## src/rtl/stm_pkg.sv

```systemverilog
// Package for the slot timer multiplexer: word types, command and event codes,
// run cap and guard constants. No dependencies.
package stm_pkg;

  localparam int MAX_RUN      = 8;
  localparam int RESULT_SLOTS = 8;
  localparam int RUN_CAP      = (MAX_RUN < RESULT_SLOTS) ? MAX_RUN : RESULT_SLOTS;
  localparam int CNT_W        = $clog2(RUN_CAP + 1);

  localparam logic [15:0] WRAP_LIMIT  = 16'd65000;
  localparam logic [7:0]  GUARD_RESET = 8'd2;

  localparam logic [2:0] CMD_TICK   = 3'd0;
  localparam logic [2:0] CMD_START  = 3'd1;
  localparam logic [2:0] CMD_PERIOD = 3'd2;
  localparam logic [2:0] CMD_SCHED  = 3'd3;
  localparam logic [2:0] CMD_CANCEL = 3'd4;

  localparam logic [1:0] EV_NONE = 2'd0;
  localparam logic [1:0] EV_OVF  = 2'd1;
  localparam logic [1:0] EV_CMP  = 2'd2;

  // pending firing, one-hot
  localparam logic [1:0] PEND_NONE = 2'b00;
  localparam logic [1:0] PEND_OVF  = 2'b01;
  localparam logic [1:0] PEND_CMP  = 2'b10;

  typedef struct packed {
    logic [2:0]  command;
    logic [15:0] value;
  } in_item_t;

  typedef struct packed {
    logic [1:0]  event_res;
    logic        late;
    logic [15:0] elapsed;
    logic [15:0] period_now;
    logic        overrun;
    logic        last;
  } out_item_t;

  // controller to datapath
  typedef struct packed {
    logic load;   // latch input word
    logic apply;  // execute command
    logic init;   // match check, start of firing run
    logic sel;    // reselect after commands 1 to 4
    logic fire;   // fire pending timer
    logic next;   // reselect, guard check, result capture
    logic cap;    // run count reached the cap
  } stm_cmd_t;

  // datapath to controller
  typedef struct packed {
    logic is_tick;
    logic fire_go;
    logic res_last;
  } stm_sts_t;

endpackage

```

## src/rtl/stm_ctrl.sv

```systemverilog
// Sequencer for the slot timer multiplexer: handshake, step order, run count.
// Depends on stm_pkg.
module stm_ctrl
  import stm_pkg::*;
(
  input  logic     clk_i,
  input  logic     rst_ni,
  input  logic     in_valid_i,
  output logic     in_ready_o,
  output logic     out_valid_o,
  input  logic     out_ready_i,
  input  stm_sts_t sts_i,
  output stm_cmd_t cmd_o
);

  typedef enum logic [2:0] {
    S_IDLE,
    S_APPLY,
    S_INIT,
    S_SEL,
    S_FIRE,
    S_NEXT,
    S_OUT
  } state_e;

  state_e           state_q, state_d;
  logic [CNT_W-1:0] cnt_q, cnt_d;
  logic             cap;

  assign cap = (cnt_q >= CNT_W'(RUN_CAP));

  always_comb begin
    state_d = state_q;
    cnt_d   = cnt_q;
    case (state_q)
      S_IDLE: begin
        if (in_valid_i) state_d = S_APPLY;
      end
      S_APPLY: begin
        state_d = sts_i.is_tick ? S_INIT : S_SEL;
      end
      S_INIT: begin
        cnt_d   = '0;
        state_d = sts_i.fire_go ? S_FIRE : S_OUT;
      end
      S_SEL: begin
        state_d = S_OUT;
      end
      S_FIRE: begin
        cnt_d   = cnt_q + CNT_W'(1);
        state_d = S_NEXT;
      end
      S_NEXT: begin
        state_d = S_OUT;
      end
      S_OUT: begin
        if (out_ready_i) state_d = sts_i.res_last ? S_IDLE : S_FIRE;
      end
      default: state_d = S_IDLE;
    endcase
  end

  always_ff @(posedge clk_i or negedge rst_ni) begin
    if (!rst_ni) begin
      state_q <= S_IDLE;
      cnt_q   <= '0;
    end else begin
      state_q <= state_d;
      cnt_q   <= cnt_d;
    end
  end

  assign in_ready_o  = (state_q == S_IDLE);
  assign out_valid_o = (state_q == S_OUT);

  always_comb begin
    cmd_o       = '0;
    cmd_o.load  = (state_q == S_IDLE) && in_valid_i;
    cmd_o.apply = (state_q == S_APPLY);
    cmd_o.init  = (state_q == S_INIT);
    cmd_o.sel   = (state_q == S_SEL);
    cmd_o.fire  = (state_q == S_FIRE);
    cmd_o.next  = (state_q == S_NEXT);
    cmd_o.cap   = cap;
  end

  a_no_overlap: assert property (@(posedge clk_i) disable iff (!rst_ni)
    !(in_ready_o && out_valid_o))
    else $error("input and output sides open together");

  a_cnt_bound: assert property (@(posedge clk_i) disable iff (!rst_ni)
    cnt_q <= CNT_W'(RUN_CAP))
    else $error("run count past cap");

  a_fire_src: assert property (@(posedge clk_i) disable iff (!rst_ni)
    (state_q == S_FIRE) |-> ($past(state_q) == S_INIT || $past(state_q) == S_OUT))
    else $error("firing step entered out of order");

  a_last_idle: assert property (@(posedge clk_i) disable iff (!rst_ni)
    (out_valid_o && out_ready_i && sts_i.res_last) |=> in_ready_o)
    else $error("not idle after final word");

endmodule

```

## src/rtl/stm_dp.sv

```systemverilog
// Datapath for the slot timer multiplexer: counter, due times, match select,
// guard check and result word. Depends on stm_pkg.
module stm_dp
  import stm_pkg::*;
(
  input  logic      clk_i,
  input  logic      rst_ni,
  input  in_item_t  in_data_i,
  input  logic      cfg_valid_i,
  input  logic [7:0] cfg_data_i,
  input  stm_cmd_t  cmd_i,
  output stm_sts_t  sts_o,
  output out_item_t out_data_o
);

  logic [2:0]  op_q;
  logic [15:0] val_q;
  logic [7:0]  guard_q;
  logic [15:0] tick_q, svc_q, match_q, ovf_due_q, cmp_due_q;
  logic [15:0] period_q, prev_ovf_q, offset_q;
  logic        match_act_q, ovf_arm_q, cmp_arm_q, late_q;
  logic [1:0]  pend_q;
  out_item_t   res_q;

  // nearest armed timer after the service time
  logic [15:0] d_ovf, d_cmp, sel_pick;
  logic        sel_found, sel_cmp;

  assign d_ovf     = ovf_due_q - svc_q;
  assign d_cmp     = cmp_due_q - svc_q;
  assign sel_cmp   = cmp_arm_q && (!ovf_arm_q || (d_cmp < d_ovf));
  assign sel_found = ovf_arm_q || cmp_arm_q;
  assign sel_pick  = sel_cmp ? cmp_due_q : ovf_due_q;

  // guard rule: timers already within reach are fired late
  logic [15:0] spent_raw, spent;
  logic        ovf_ok, cmp_ok;
  logic [1:0]  pend_nx;
  logic [15:0] pend_pick;

  assign spent_raw = tick_q - svc_q + {8'h00, guard_q};
  assign spent     = (spent_raw > WRAP_LIMIT) ? {8'h00, guard_q} : spent_raw;
  assign ovf_ok    = ovf_arm_q && (spent > d_ovf);
  assign cmp_ok    = cmp_arm_q && (spent > d_cmp) && (!ovf_ok || (d_cmp < d_ovf));

  always_comb begin
    pend_nx   = PEND_NONE;
    pend_pick = ovf_due_q;
    if (cmp_ok) begin
      pend_nx   = PEND_CMP;
      pend_pick = cmp_due_q;
    end else if (ovf_ok) begin
      pend_nx = PEND_OVF;
    end
  end

  // start of a run
  logic       hit, ovf_hit, cmp_hit;
  logic [1:0] pend0;

  assign hit     = match_act_q && (tick_q == match_q);
  assign ovf_hit = ovf_arm_q && (ovf_due_q == match_q);
  assign cmp_hit = cmp_arm_q && (cmp_due_q == match_q);
  assign pend0   = ovf_hit ? PEND_OVF : (cmp_hit ? PEND_CMP : PEND_NONE);

  logic op_resel;
  assign op_resel = (op_q == CMD_START) || (op_q == CMD_PERIOD) ||
                    (op_q == CMD_SCHED) || (op_q == CMD_CANCEL);

  always_ff @(posedge clk_i) begin
    if (cmd_i.load) begin
      op_q  <= in_data_i.command;
      val_q <= in_data_i.value;
    end
  end

  always_ff @(posedge clk_i or negedge rst_ni) begin
    if (!rst_ni) begin
      guard_q     <= GUARD_RESET;
      tick_q      <= '0;
      svc_q       <= '0;
      match_q     <= '0;
      match_act_q <= 1'b0;
      ovf_arm_q   <= 1'b0;
      cmp_arm_q   <= 1'b0;
      ovf_due_q   <= '0;
      cmp_due_q   <= '0;
      period_q    <= '0;
      prev_ovf_q  <= '0;
      offset_q    <= '0;
      late_q      <= 1'b0;
      pend_q      <= PEND_NONE;
    end else begin
      if (cfg_valid_i) guard_q <= cfg_data_i;

      if (cmd_i.apply) begin
        case (op_q)
          CMD_TICK: tick_q <= tick_q + 16'd1;
          CMD_START: begin
            period_q   <= val_q;
            prev_ovf_q <= ovf_due_q;
            ovf_due_q  <= ovf_due_q + val_q;
            ovf_arm_q  <= 1'b1;
          end
          CMD_PERIOD: begin
            period_q  <= val_q + 16'd1;
            ovf_due_q <= prev_ovf_q + val_q + 16'd1;
          end
          CMD_SCHED: begin
            offset_q  <= val_q;
            cmp_due_q <= prev_ovf_q + val_q;
            cmp_arm_q <= 1'b1;
          end
          CMD_CANCEL: cmp_arm_q <= 1'b0;
          default: ;
        endcase
      end

      if (cmd_i.sel && op_resel) begin
        match_act_q <= sel_found;
        if (sel_found) match_q <= sel_pick;
      end

      if (cmd_i.init && hit) begin
        svc_q  <= match_q;
        pend_q <= pend0;
        late_q <= 1'b0;
      end

      if (cmd_i.fire) begin
        if (pend_q[0]) begin
          prev_ovf_q <= ovf_due_q;
          ovf_due_q  <= ovf_due_q + period_q;
        end else begin
          cmp_due_q <= ovf_due_q + offset_q;
        end
      end

      if (cmd_i.next) begin
        match_act_q <= sel_found;
        pend_q      <= pend_nx;
        if (pend_nx != PEND_NONE) begin
          match_q <= pend_pick;
          svc_q   <= pend_pick;
          late_q  <= 1'b1;
        end else if (sel_found) begin
          match_q <= sel_pick;
        end
      end
    end
  end

  // result word; a no-firing word is loaded on init/sel and replaced if a run fires
  always_ff @(posedge clk_i) begin
    if (cmd_i.init || cmd_i.sel) begin
      res_q.event_res  <= EV_NONE;
      res_q.late       <= 1'b0;
      res_q.elapsed    <= tick_q - prev_ovf_q;
      res_q.period_now <= period_q;
      res_q.overrun    <= 1'b0;
      res_q.last       <= 1'b1;
    end else if (cmd_i.next) begin
      res_q.event_res  <= pend_q[0] ? EV_OVF : EV_CMP;
      res_q.late       <= late_q;
      res_q.elapsed    <= tick_q - prev_ovf_q;
      res_q.period_now <= period_q;
      res_q.overrun    <= (pend_nx != PEND_NONE) && cmd_i.cap;
      res_q.last       <= (pend_nx == PEND_NONE) || cmd_i.cap;
    end
  end

  assign out_data_o       = res_q;
  assign sts_o.is_tick    = (op_q == CMD_TICK);
  assign sts_o.fire_go    = hit && (pend0 != PEND_NONE);
  assign sts_o.res_last   = res_q.last;

endmodule

```

## src/rtl/slot_timer_multiplexer_unit.sv

```systemverilog
// Steps: an accepted word is applied, then goes through the select step or, for a
// tick, the match check; no new input word is taken until its last result word is
// taken. A tick that fires adds fire and guard check before its first word, and
// output, fire and guard check per further firing, up to RUN_CAP firings per word.
// Reset (async, active low) clears all timer state to zero, the guard register to 2.
// Top level of the slot timer multiplexer; uses stm_pkg, stm_ctrl, stm_dp.
module slot_timer_multiplexer_unit
  import stm_pkg::*;
(
  input  logic       clk_i,
  input  logic       rst_ni,
  input  logic       in_valid_i,
  output logic       in_ready_o,
  input  in_item_t   in_data_i,
  output logic       out_valid_o,
  input  logic       out_ready_i,
  output out_item_t  out_data_o,
  input  logic       cfg_valid_i,
  output logic       cfg_ready_o,
  input  logic [7:0] cfg_data_i
);

  stm_cmd_t cmd;
  stm_sts_t sts;
  logic     cfg_we;

  // guard register is written only while idle
  assign cfg_ready_o = in_ready_o && !in_valid_i;
  assign cfg_we      = cfg_valid_i && cfg_ready_o;

  stm_ctrl u_ctrl (
    .clk_i       (clk_i),
    .rst_ni      (rst_ni),
    .in_valid_i  (in_valid_i),
    .in_ready_o  (in_ready_o),
    .out_valid_o (out_valid_o),
    .out_ready_i (out_ready_i),
    .sts_i       (sts),
    .cmd_o       (cmd)
  );

  stm_dp u_dp (
    .clk_i       (clk_i),
    .rst_ni      (rst_ni),
    .in_data_i   (in_data_i),
    .cfg_valid_i (cfg_we),
    .cfg_data_i  (cfg_data_i),
    .cmd_i       (cmd),
    .sts_o       (sts),
    .out_data_o  (out_data_o)
  );

endmodule

```

## config.mk

```make
export PLATFORM = sky130hd
export DESIGN_NAME = slot_timer_multiplexer_unit
export DESIGN_NICKNAME = d
export VERILOG_FILES = /design/src/rtl/stm_pkg.sv /design/src/rtl/stm_ctrl.sv /design/src/rtl/stm_dp.sv /design/src/rtl/slot_timer_multiplexer_unit.sv
export SDC_FILE = /design/constraint.sdc
export NUM_CORES = 1
export LEC_CHECK = 0
export ABC_AREA = 1
export BUFFER_PORTS_ARGS = -buffer_cell sky130_fd_sc_hd__clkbuf_2
export CAP_MARGIN = 5
export CORE_ASPECT_RATIO = 1.4
export CORE_MARGIN = 2
export CORE_UTILIZATION = 35
export DETAILED_ROUTE_END_ITERATION = 6
export PLACE_DENSITY = 0.51
export SLEW_MARGIN = 30
export SYNTH_ARGS = -nofsm -noshare
export SYNTH_HDL_FRONTEND = slang
export SYNTH_HIERARCHICAL = 1
export SYNTH_SLANG_ARGS = --single-unit
export TNS_END_PERCENT = 50
```

## constraint.sdc

```tcl
create_clock -name clk_i -period 6.3 [get_ports clk_i]
set_input_delay 0.63 -clock clk_i [delete_from_list [all_inputs] [get_ports clk_i]]
set_output_delay 0.63 -clock clk_i [all_outputs]
set_load 0.01 [all_outputs]
```

Word level (Yosys, flattened, before mapping) --
Index checks and enable logic that the tools add are counted.
Storage, ports and cells: flip-flop bits (word level) 204, input port bits 32, output and inout bits 40, word-level logic and storage cells 146
Operators by class: $add $sub $neg 13, order comparisons 5, equality and inequality tests 15, muxes and demuxes 46, reduce and logical (&&, ||, !) cells 43
Operator list (count):
- $mux W16 | 22
- $mux W34 | 2
- $add A16 B16 Y16 | 4
- $pmux W16 S2 | 2
- $sub A16 B16 Y16 | 4
- $add A16 B1 Y16 const B | 3
- $eq A16 B16 Y1 | 3
- $gt A16 B16 Y1 | 2
- $pmux W3 S6 | 1
- $add A16 B8 Y16 | 1
- $gt A16 B16 Y1 const B | 1
- $lt A16 B16 Y1 | 1
- $reduce_bool A2 Y1 | 8
- $logic_and A1 B1 Y1 | 14
- $eq A3 B2 Y1 const B | 4
- $eq A3 B3 Y1 const B | 4
- $reduce_and A2 Y1 | 6
- $mux W2 | 5
- $mux W1 | 9
- $mux W3 | 3
- $logic_or A1 B1 Y1 | 8
- $pmux W4 S2 | 1
- $eq A3 B1 Y1 const B | 2
- $logic_not A3 Y1 | 2
- other kinds (8) | 10

Longest topological paths before layout --
Gate-level depths: netlist of the first run.
depth after elaboration 14, gate-level depth with buffers 36, gate-level depth less buffers 34

Hierarchy --
The synthesis of the first run kept the hierarchy.
By module, submodules not included:
- stm_dp | times used 1, cells each 2372, area each 17120.2 sq um, sequential area each 5161.2 sq um
- stm_ctrl | times used 1, cells each 60, area each 425.4 sq um, sequential area each 175.2 sq um
- slot_timer_multiplexer_unit | times used 1, cells each 5, area each 23.8 sq um, sequential area each 0.0 sq um

Worst setup path before layout of the first run --
No wires, ideal clock.
kind reg-to-reg, start point register u_dp.tick_q[7], end point register u_dp.res_q (netlist bit u_dp/out_data_o[0]), setup time 121 ps, data arrival time 4446 ps, required time 6179 ps, slack 1733 ps, cell stages (with the launch flop) 31, path buffers 2, period minus slack after synthesis 4567 ps, cell sequence dfrtp_1 > inv_1 > fa_1 > inv_1 > ha_1 > a21o_1 > a21boi_2 > nand3_2 > a21oi_2 > xor2_1 > nand2_1 > nor2_4 > nand3_4 > buf_6 > nand2_2 > nand2_1 > ha_1 > nand2_1 > nor2_1 > nand2_1 > o211ai_1 > nand2_1 > a21oi_1 > inv_1 > nand2_1 > nand2_1 > clkinv_1 > buf_2 > nand3_1 > o21ai_0 > inv_1
Between the ends: word-level cells in the longest chain between the ends 12, elaborated cells on any way between the ends 15, classes of those cells add/sub: 2; order compare: 3; mux: 3; reduce/logical: 7
RTL lines:
- start: declaration | RTL line stm_dp.sv:19 | logic [15:0] tick_q, svc_q, match_q, ovf_due_q, cmp_due_q;
- start signal: assignment | RTL line stm_dp.sv:98 | CMD_TICK: tick_q <= tick_q + 16'd1;
- $sub A16 B16 Y16 * | RTL line stm_dp.sv:41 | assign spent_raw = tick_q - svc_q + {8'h00, guard_q};
- $add A16 B8 Y16 * | RTL line stm_dp.sv:41
- $gt A16 B16 Y1 | RTL line stm_dp.sv:42 | assign spent = (spent_raw > WRAP_LIMIT) ? {8'h00, guard_q} : spent_raw;
- $mux W16 * | RTL line stm_dp.sv:42
- $gt A16 B16 Y1 | RTL line stm_dp.sv:43 | assign ovf_ok = ovf_arm_q && (spent > d_ovf);
- $logic_and A1 B1 Y1 | RTL line stm_dp.sv:43
- $logic_not A1 Y1 | RTL line stm_dp.sv:44 | assign cmp_ok = cmp_arm_q && (spent > d_cmp) && (!ovf_ok || (d_cmp < d_ovf));
- $logic_or A1 B1 Y1 | RTL line stm_dp.sv:44
- $logic_and A1 B1 Y1 | RTL line stm_dp.sv:44
- $mux W2 * | RTL line stm_dp.sv:49 | if (cmp_ok) begin
- $logic_not A2 Y1 * | RTL line stm_dp.sv:168 | res_q.last <= (pend_nx == PEND_NONE) || cmd_i.cap;
- $logic_or A1 B1 Y1 * | RTL line stm_dp.sv:168
- end: declaration | RTL line stm_dp.sv:23 | out_item_t res_q;
Mark *: on every way between the ends. The rest lies on a longest branch, timed or not. A chain may end at the register's enable or synchronous reset.

Final worst setup path of the first run --
start point register u_dp.tick_q[3], end point register u_dp.svc_q[2]
Between the ends: word-level cells in the longest chain between the ends 13, elaborated cells on any way between the ends 21, classes of those cells add/sub: 2; order compare: 3; eq/ne: 1; mux: 7; reduce/logical: 8
RTL lines:
- $sub A16 B16 Y16 | RTL line stm_dp.sv:41
- $add A16 B8 Y16 | RTL line stm_dp.sv:41
- $gt A16 B16 Y1 | RTL line stm_dp.sv:42
- $mux W16 | RTL line stm_dp.sv:42
- $gt A16 B16 Y1 | RTL line stm_dp.sv:43
- $logic_and A1 B1 Y1 | RTL line stm_dp.sv:43
- $logic_not A1 Y1 | RTL line stm_dp.sv:44
- $logic_or A1 B1 Y1 | RTL line stm_dp.sv:44
- $logic_and A1 B1 Y1 | RTL line stm_dp.sv:44
- $mux W2 | RTL line stm_dp.sv:49
- $reduce_bool A2 Y1 | RTL line stm_dp.sv:142 | if (pend_nx != PEND_NONE) begin
- $mux W16 | RTL line stm_dp.sv:142
- $mux W16 * | RTL line stm_dp.sv:139 | if (cmd_i.next) begin
- end signal: assignment | RTL line stm_dp.sv:125 | svc_q <= match_q;
- end signal: assignment | RTL line stm_dp.sv:144 | svc_q <= pend_pick;
- end: declaration | RTL line stm_dp.sv:19
Marked as above.

==> flow_summary.yaml, run 1 <==
clock_tree:
  path_clk_slew_ns: 0.06
  clock-root-buffer: "clkbuf_16"
  clkSinkCount: 204
  h-tree-depth: 1
  clock_latency_ns: 0.56
  numCtsBuffers: 25
  cts_tree: "built"
  clockBufferDepth: 3
  post-cts-setup-buffers: 0
sta:
  rsz0062_at_grt: "no"
  fmax_mhz: 173
  timing.final.crit_share_pct: 91.7
  finClkSkew_ns: 0.0148
  finalCriticalPeriod_ns: 5.78
  maxSlewViolCount: 0
  slew_headroom_pct: 37.1
  final.setup.tns_ns: 0
  hold_viol_final: 0
  setup_viol: 0
  tightestPinTransition_ns: 0.942
route:
  vias: 17000
  wl_per_cell_um: 21.3
  drc: 0
  dr.pass1.iters: 6
  vias_per_cell: 5.35
  drt-total-wl_um: 67400
  drtIter0Drc: 1188
  ant_nets: 0
synthesis:
  synth_area_per_cell_um2: 7.21
  async_flop_share_pct: 72.5
  syn-num-nets: 2664
  synth_compound_area_share_pct: 16.5
  synth_cells: 2437
  synthMuxAreaShare_pct: 0
  synthDistinctLibCells: 58
  synth-seq-cells: 204
  synth-edff-count: 51
  netlist_area_um2: 17600
  synth_top_family_by_area: "simple AND/OR/NAND/NOR gates"
  synth_simple_gate_area_share_pct: 24.3
  synth_xor_area_share_pct: 5.23
  yosysWarnings: 6
  synthAdderAreaFrac_pct: 14.5
  ys.flop_type: "dfrtp_1"
  synth_seq_area_share_pct: 30.4
global_routing:
  grt_pass1_wl_um: 102000
  grt_use_total_pct: 25.6
  grt_overflow: 0
  antenna_found_initial: 0
  grt_max_degree: 83
  grt_pass1_vias: 17100
final_layout:
  post-route-util_pct: 39.4
  syn2layout_area_growth_pct: 11.5
  antenna_cells: 0
  layout.nets: 2738
  layout-drive-gt1-share_pct: 7.43
die:
  die_width_um: 193
  start_util_pct: 35.3
  design.core.area_um2: 49800
  rows: 97
  num_io_pins: 72
  chipHeight_um: 269
  die_area_um2: 52000
critical_path:
  arrival_ns: 6.20
  required_ns: 6.72
  crit_path_frequent_cell: "nand2_1"
  worstRegToRegCells: 29
  cp_slowest_cell: "fa_1"
  worstSetupPathType: "flop to flop"
  end_kind: "flop"
  cp-start-kind: "flop"
  critPathMaxStageDelay_ns: 0.56
  cp_max_fo: 29
worst_hold_path:
  hold_depth: 1
  holdCritPathClass: "primary input to flop"
placed_design:
  port_buffers: 71
  place_congestion: 0.988
  dp_hpwl_um: 54500
run_status:
  status: "finished, final reports clean"
run:
  maxCapViolCount: 0
## layer usage
layer	vias up	track usage (%)	wire (um)
met5	-	0	0
met4	0	17.0	4980
met3	185	2.04	2180
met2	446	46.7	34500
met1	8055	28.1	25800
li1	8287	-	-
## cell type report
class | instances | area [um2]
fillers | 5366 | 30200
multi-input cells | 1817 | 10700
flip-flops and latches | 204 | 5340
inverters | 371 | 1400
well taps | 643 | 805
clock buffers | 37 | 741
repair buffers | 92 | 558
clock inverters | 9 | 85.1
## synth_stat cells, types with 5 or more instances
cell type	count	area, um2
o211ai_1	15	113
o21a_1	6	45.0
nand3_2	7	70.1
xnor2_1	32	280
dfxtp_1	5	100
a221oi_1	6	52.6
o22ai_1	21	131
o21ai_0	195	976
a211oi_1	8	60.1
or2_2	6	37.5
a31oi_1	9	56.3
nor3_1	37	185
nor2_1	159	597
nand4_1	25	156
inv_2	5	18.8
a21o_1	9	67.6
edfxtp_1	51	1530
inv_1	362	1360
a21oi_1	223	1120
xor2_1	73	639
o2111ai_1	6	52.6
nor4_1	12	75.1
nor3_2	5	50.1
o21bai_1	5	37.5
nand3_1	143	716
nand2_1	562	2110
nand3b_1	9	67.6
ha_1	180	2250
nor2_2	6	37.5
o31ai_1	9	67.6
nand2_2	5	31.3
clkbuf_1	36	135
fa_1	15	300
dfrtp_1	147	3680
## sequential cells by signal, summed over array words and instances, names as in the netlist
name,cells
u_dp/out_data_o,37
u_dp/cmp_due_q,16
u_dp/match_q,16
u_dp/offset_q,16
u_dp/ovf_due_q,16
u_dp/period_q,16
u_dp/prev_ovf_q,16
u_dp/svc_q,16
u_dp/tick_q,16
u_dp/val_q,16
u_dp/guard_q,8
u_ctrl/cnt_q,4
u_ctrl/state_q,3
u_dp/op_q,3
u_dp/cmp_arm_q,1
u_dp/late_q,1
u_dp/match_act_q,1
u_dp/ovf_arm_q,1
u_dp/pend_q,1
## cells in the final DEF, fill, tap and decap left out, types with 17 or more instances in the layout
master     synthesis  final
a21oi_1          223    222
nand2_1          562    560
dfrtp_1          147    147
nand4_1           25     25
ha_1             180    180
clkbuf_2           0     70
clkbuf_16          0     25
nand3_1          143    141
edfxtp_1          51     51
inv_1            362    361
nor2_1           159    156
o21ai_0          195    195
xor2_1            73     73
xnor2_1           32     32
o22ai_1           21     21
buf_4              3     17
nor3_1            37     37
## what timing repair did
item                                    CTS  global route
hold buffers                              0             1
endpoints found under the setup margin    0            25
endpoints found under the hold margin     0            20
resized for setup                         0             3
## critical path, delay by kind of cell, from the launching register on
family                   cells  cell delay [ns]
AO/OA/AOI/OAI                7             0.88
XOR/XNOR                     1             0.40
adder cells (fa/ha/maj)      3             1.22
buffers and inverters        3             0.65
flip-flops                   1             0.43
AND/OR/NAND/NOR             15             2.03
## through the flow
stage	instance area, um2	worst slack, ns	hold WS [ns]	cells
final	19600	0.520	0.245	3173
after global routing	19600	0.0266	0.220	3173
after CTS	19500	0.375	0.162	3171
after detailed placement	18700	0.417	0.467	3125
after global placement	18700	0.408	0.465	3125
after floorplan	17600	1.73	0.334	2437
## final timing paths
path | from | slack, ns | endpoint
max reg2reg | u_dp/tick_q[3]$_DFFE_PN0P_ | 0.52 | u_dp/svc_q[2]$_DFF_PN0_
max | u_dp/tick_q[3]$_DFFE_PN0P_ | 0.52 | u_dp/svc_q[2]$_DFF_PN0_
min | in_data_i[11] | 0.25 | u_dp/val_q[11]$_DFFE_PP_
max in group asynchronous | rst_ni | 4.82 | u_dp/guard_q[0]$_DFFE_PN0P_
min reg2reg | u_dp/out_data_o[34]$_SDFFE_PP0P_ | 0.47 | u_dp/out_data_o[34]$_SDFFE_PP0P_
min in group asynchronous | rst_ni | 0.51 | u_dp/period_q[0]$_DFFE_PN0P_
## kinds of logic (layout without fill, tap and decap cells)
family | after synthesis | after routing
AOI/OAI and AO/OA | 528 | 528
xor gates and xnor gates | 105 | 105
adders and majority gates | 195 | 195
buffers and inverters | 416 | 509
DFF | 204 | 204
and+or+nand+nor | 989 | 989
Power of run 1 is left out: the tool's default activity adds up to more than one toggle a clock period on the data nets, which glitch-free logic cannot reach.
==> run 2: changes to the inputs <==
Settings changed: SYNTH_HIERARCHICAL 1 to not set.
==> run 2 against run 1 <==
Net effect:
- clock skew shrank 0.00082 ns
- highest routed layer unchanged
- synthesized area shrank 1.7%
- setup slack lost 0.029 ns
- utilization is essentially flat
- non-clock buffer count grew 9
- count of clock-buffer cells in the layout grew 1
- hold slack lost 0.073 ns
- via count shrank 3.5%
- maximum frequency shrank 0.50%
- die area shrank 1.7%
- register-to-register slack lost 0.03 ns
==> flow_summary.yaml, run 2 <==
run_status:
  status: "finished, final reports clean"
route:
  dr.pass1.iters: 6
  wl_per_cell_um: 20.6
  drt-total-wl_um: 64000
  vias: 16400
  ant_nets: 0
  drc: 0
  drtIter0Drc: 1169
  vias_per_cell: 5.27
synthesis:
  synth-seq-cells: 204
  netlist_area_um2: 17300
  synth_cells: 2370
  synth_area_per_cell_um2: 7.29
  synth_seq_area_share_pct: 30.9
  yosysWarnings: 0
  yosysTopAreaCell: "dfrtp_1"
  synth_most_common_cell: "nand2_1"
  ys.flop_type: "dfrtp_1"
  async_flop_share_pct: 72.5
  syn-num-nets: 2597
  synth-edff-count: 51
  synth_common_cells: "545 x nand2_1, 368 x inv_1, 195 x a21oi_1"
  synthDistinctLibCells: 59
  synth_top_cell_area_share_pct: 21.3
  synth_area_leaders: "dfrtp_1 21%, ha_1 13%, nand2_1 12%"
sta:
  finalCriticalPeriod_ns: 5.81
  timing.final.crit_share_pct: 92.2
  setup_viol: 0
  final.setup.tns_ns: 0
  hold_viol_final: 0
  fmax_mhz: 172
  slew_headroom_pct: 38.8
  finClkSkew_ns: 0.0140
  maxSlewViolCount: 0
  rsz0062_at_grt: "no"
  tightestPinTransition_ns: 0.916
final_layout:
  largest_reg_flops: 37
  final_common_cell: "nand2_1"
  antenna_cells: 0
  layout.nets: 2679
  syn2layout_area_growth_pct: 11.6
  fillers: 5118
  layout-drive-gt1-share_pct: 6.96
  layout_common_cells: "544 x nand2_1, 368 x inv_1, 195 x a21oi_1"
die:
  design.core.area_um2: 48900
  start_util_pct: 35.3
  chipHeight_um: 267
  die_width_um: 192
  die_area_um2: 51200
  rows: 96
  num_io_pins: 72
global_routing:
  grt_pass1_wl_um: 96700
  grt_overflow: 0
  grt_pass1_vias: 16300
  grt_max_degree: 91
  grt_use_total_pct: 25.2
  antenna_found_initial: 0
placed_design:
  dp_hpwl_um: 51600
  place_congestion: 0.966
  port_buffers: 71
critical_path:
  required_ns: 6.78
  worstSetupPathType: "flop to flop"
  cp_max_fo: 15
  cp-start-kind: "flop"
  end_kind: "flop"
  arrival_ns: 6.29
clock_tree:
  clkSinkCount: 204
  cts_hold_buffers: 0
  clockBufferDepth: 3
  cts_tree: "built"
  clock-root-buffer: "clkbuf_16"
  post-cts-setup-buffers: 0
  numCtsBuffers: 24
  cts_resized: 0
  h-tree-depth: 1
  clock_latency_ns: 0.55
  path_clk_slew_ns: 0.06
worst_hold_path:
  holdCritPathClass: "primary input to async pin"
run:
  maxCapViolCount: 0
[run 2: layer usage]
layer	vias to the layer above	share of wire (%)	GRT usage, %	wire [um]
li1	8066	-	-	-
met1	7682	39	28.4	24900
met2	474	52	46.6	33000
met3	162	3.9	2.37	2490
met4	0	5.8	12.8	3680
met5	-	0	0	0
[run 2: critical path, stage by stage, from the launching register on]
cell      delay (ns)
dfrtp_1         0.44
inv_1           0.20
fa_1            0.49
fa_1            0.50
o21ai_2         0.25
a21oi_2         0.11
o21bai_2        0.13
xor2_1          0.20
nand2_1         0.12
nor3_4          0.40
nand3_4         0.27
nand2_1         0.20
inv_1           0.08
ha_1            0.29
nand2_1         0.06
or3_1           0.37
inv_1           0.08
nand2_1         0.05
nand2_1         0.08
nand3_1         0.26
nand2_1         0.48
nand2_1         0.25
o21ai_0         0.25
inv_1           0.08
nand2_1         0.06
[run 2: path summary, 6_finish.rpt]
check                                           startpoint                              end  slack [ns]  depth (start not counted)
setup / recovery                u_dp.tick_q[1]$_DFFE_PN0P_          u_dp.svc_q[8]$_DFF_PN0_        0.49                         24
hold / removal                                      rst_ni    u_dp.period_q[14]$_DFFE_PN0P_        0.17                          1
setup reg to reg                u_dp.tick_q[1]$_DFFE_PN0P_          u_dp.svc_q[8]$_DFF_PN0_        0.49                         24
hold reg to reg            u_dp.out_data_o[1]$_SDFFE_PP0P_  u_dp.out_data_o[1]$_SDFFE_PP0P_        0.47                          2
max in group asynchronous                           rst_ni          u_dp.svc_q[6]$_DFF_PN0_        4.73                          2
min in group clk_i                            in_data_i[1]          u_dp.val_q[1]$_DFFE_PP_        0.25                          1
[run 2: through the flow]
step	util, %	hold WS [ns]	cells	area [um2]	setup WS, ns
3_3_place_gp	37.8	0.444	3063	18500	0.651
3_5_place_dp	37.8	0.455	3063	18500	0.543
2_1_floorplan	-	0.334	2370	17300	1.57
4_1_cts	39.4	0.222	3107	19300	0.516
5_1_grt	39.4	0.225	3107	19300	0.00120
6_report	39.4	0.172	3107	19300	0.491
[run 2: final cells by class]
type	instances	area, um2	area share (%)
Sequential cell	204	5340	27.7
Tap cell	637	797	4.14
Multi-Input combinational cell	1749	10400	53.8
Timing Repair Buffer	101	589	3.06
Clock buffer	38	757	3.93
Clock inverter	6	30.0	0.156
Inverter	372	1400	7.25
[run 2: cells by family (layout without fill, tap and decap cells)]
| kind of cell | Yosys count | after routing | synth area share, % |
|---|---|---|---|
| and+or+nand+nor | 941 | 941 | 23.1 |
| AOI/OAI and AO/OA | 505 | 505 | 16.5 |
| buffers and inverters | 417 | 517 | 9.14 |
| DFF | 204 | 204 | 30.9 |
| adders and majority gates | 195 | 195 | 14.8 |
| xor gates and xnor gates | 108 | 108 | 5.52 |
Power of run 2 is left out for the same reason.
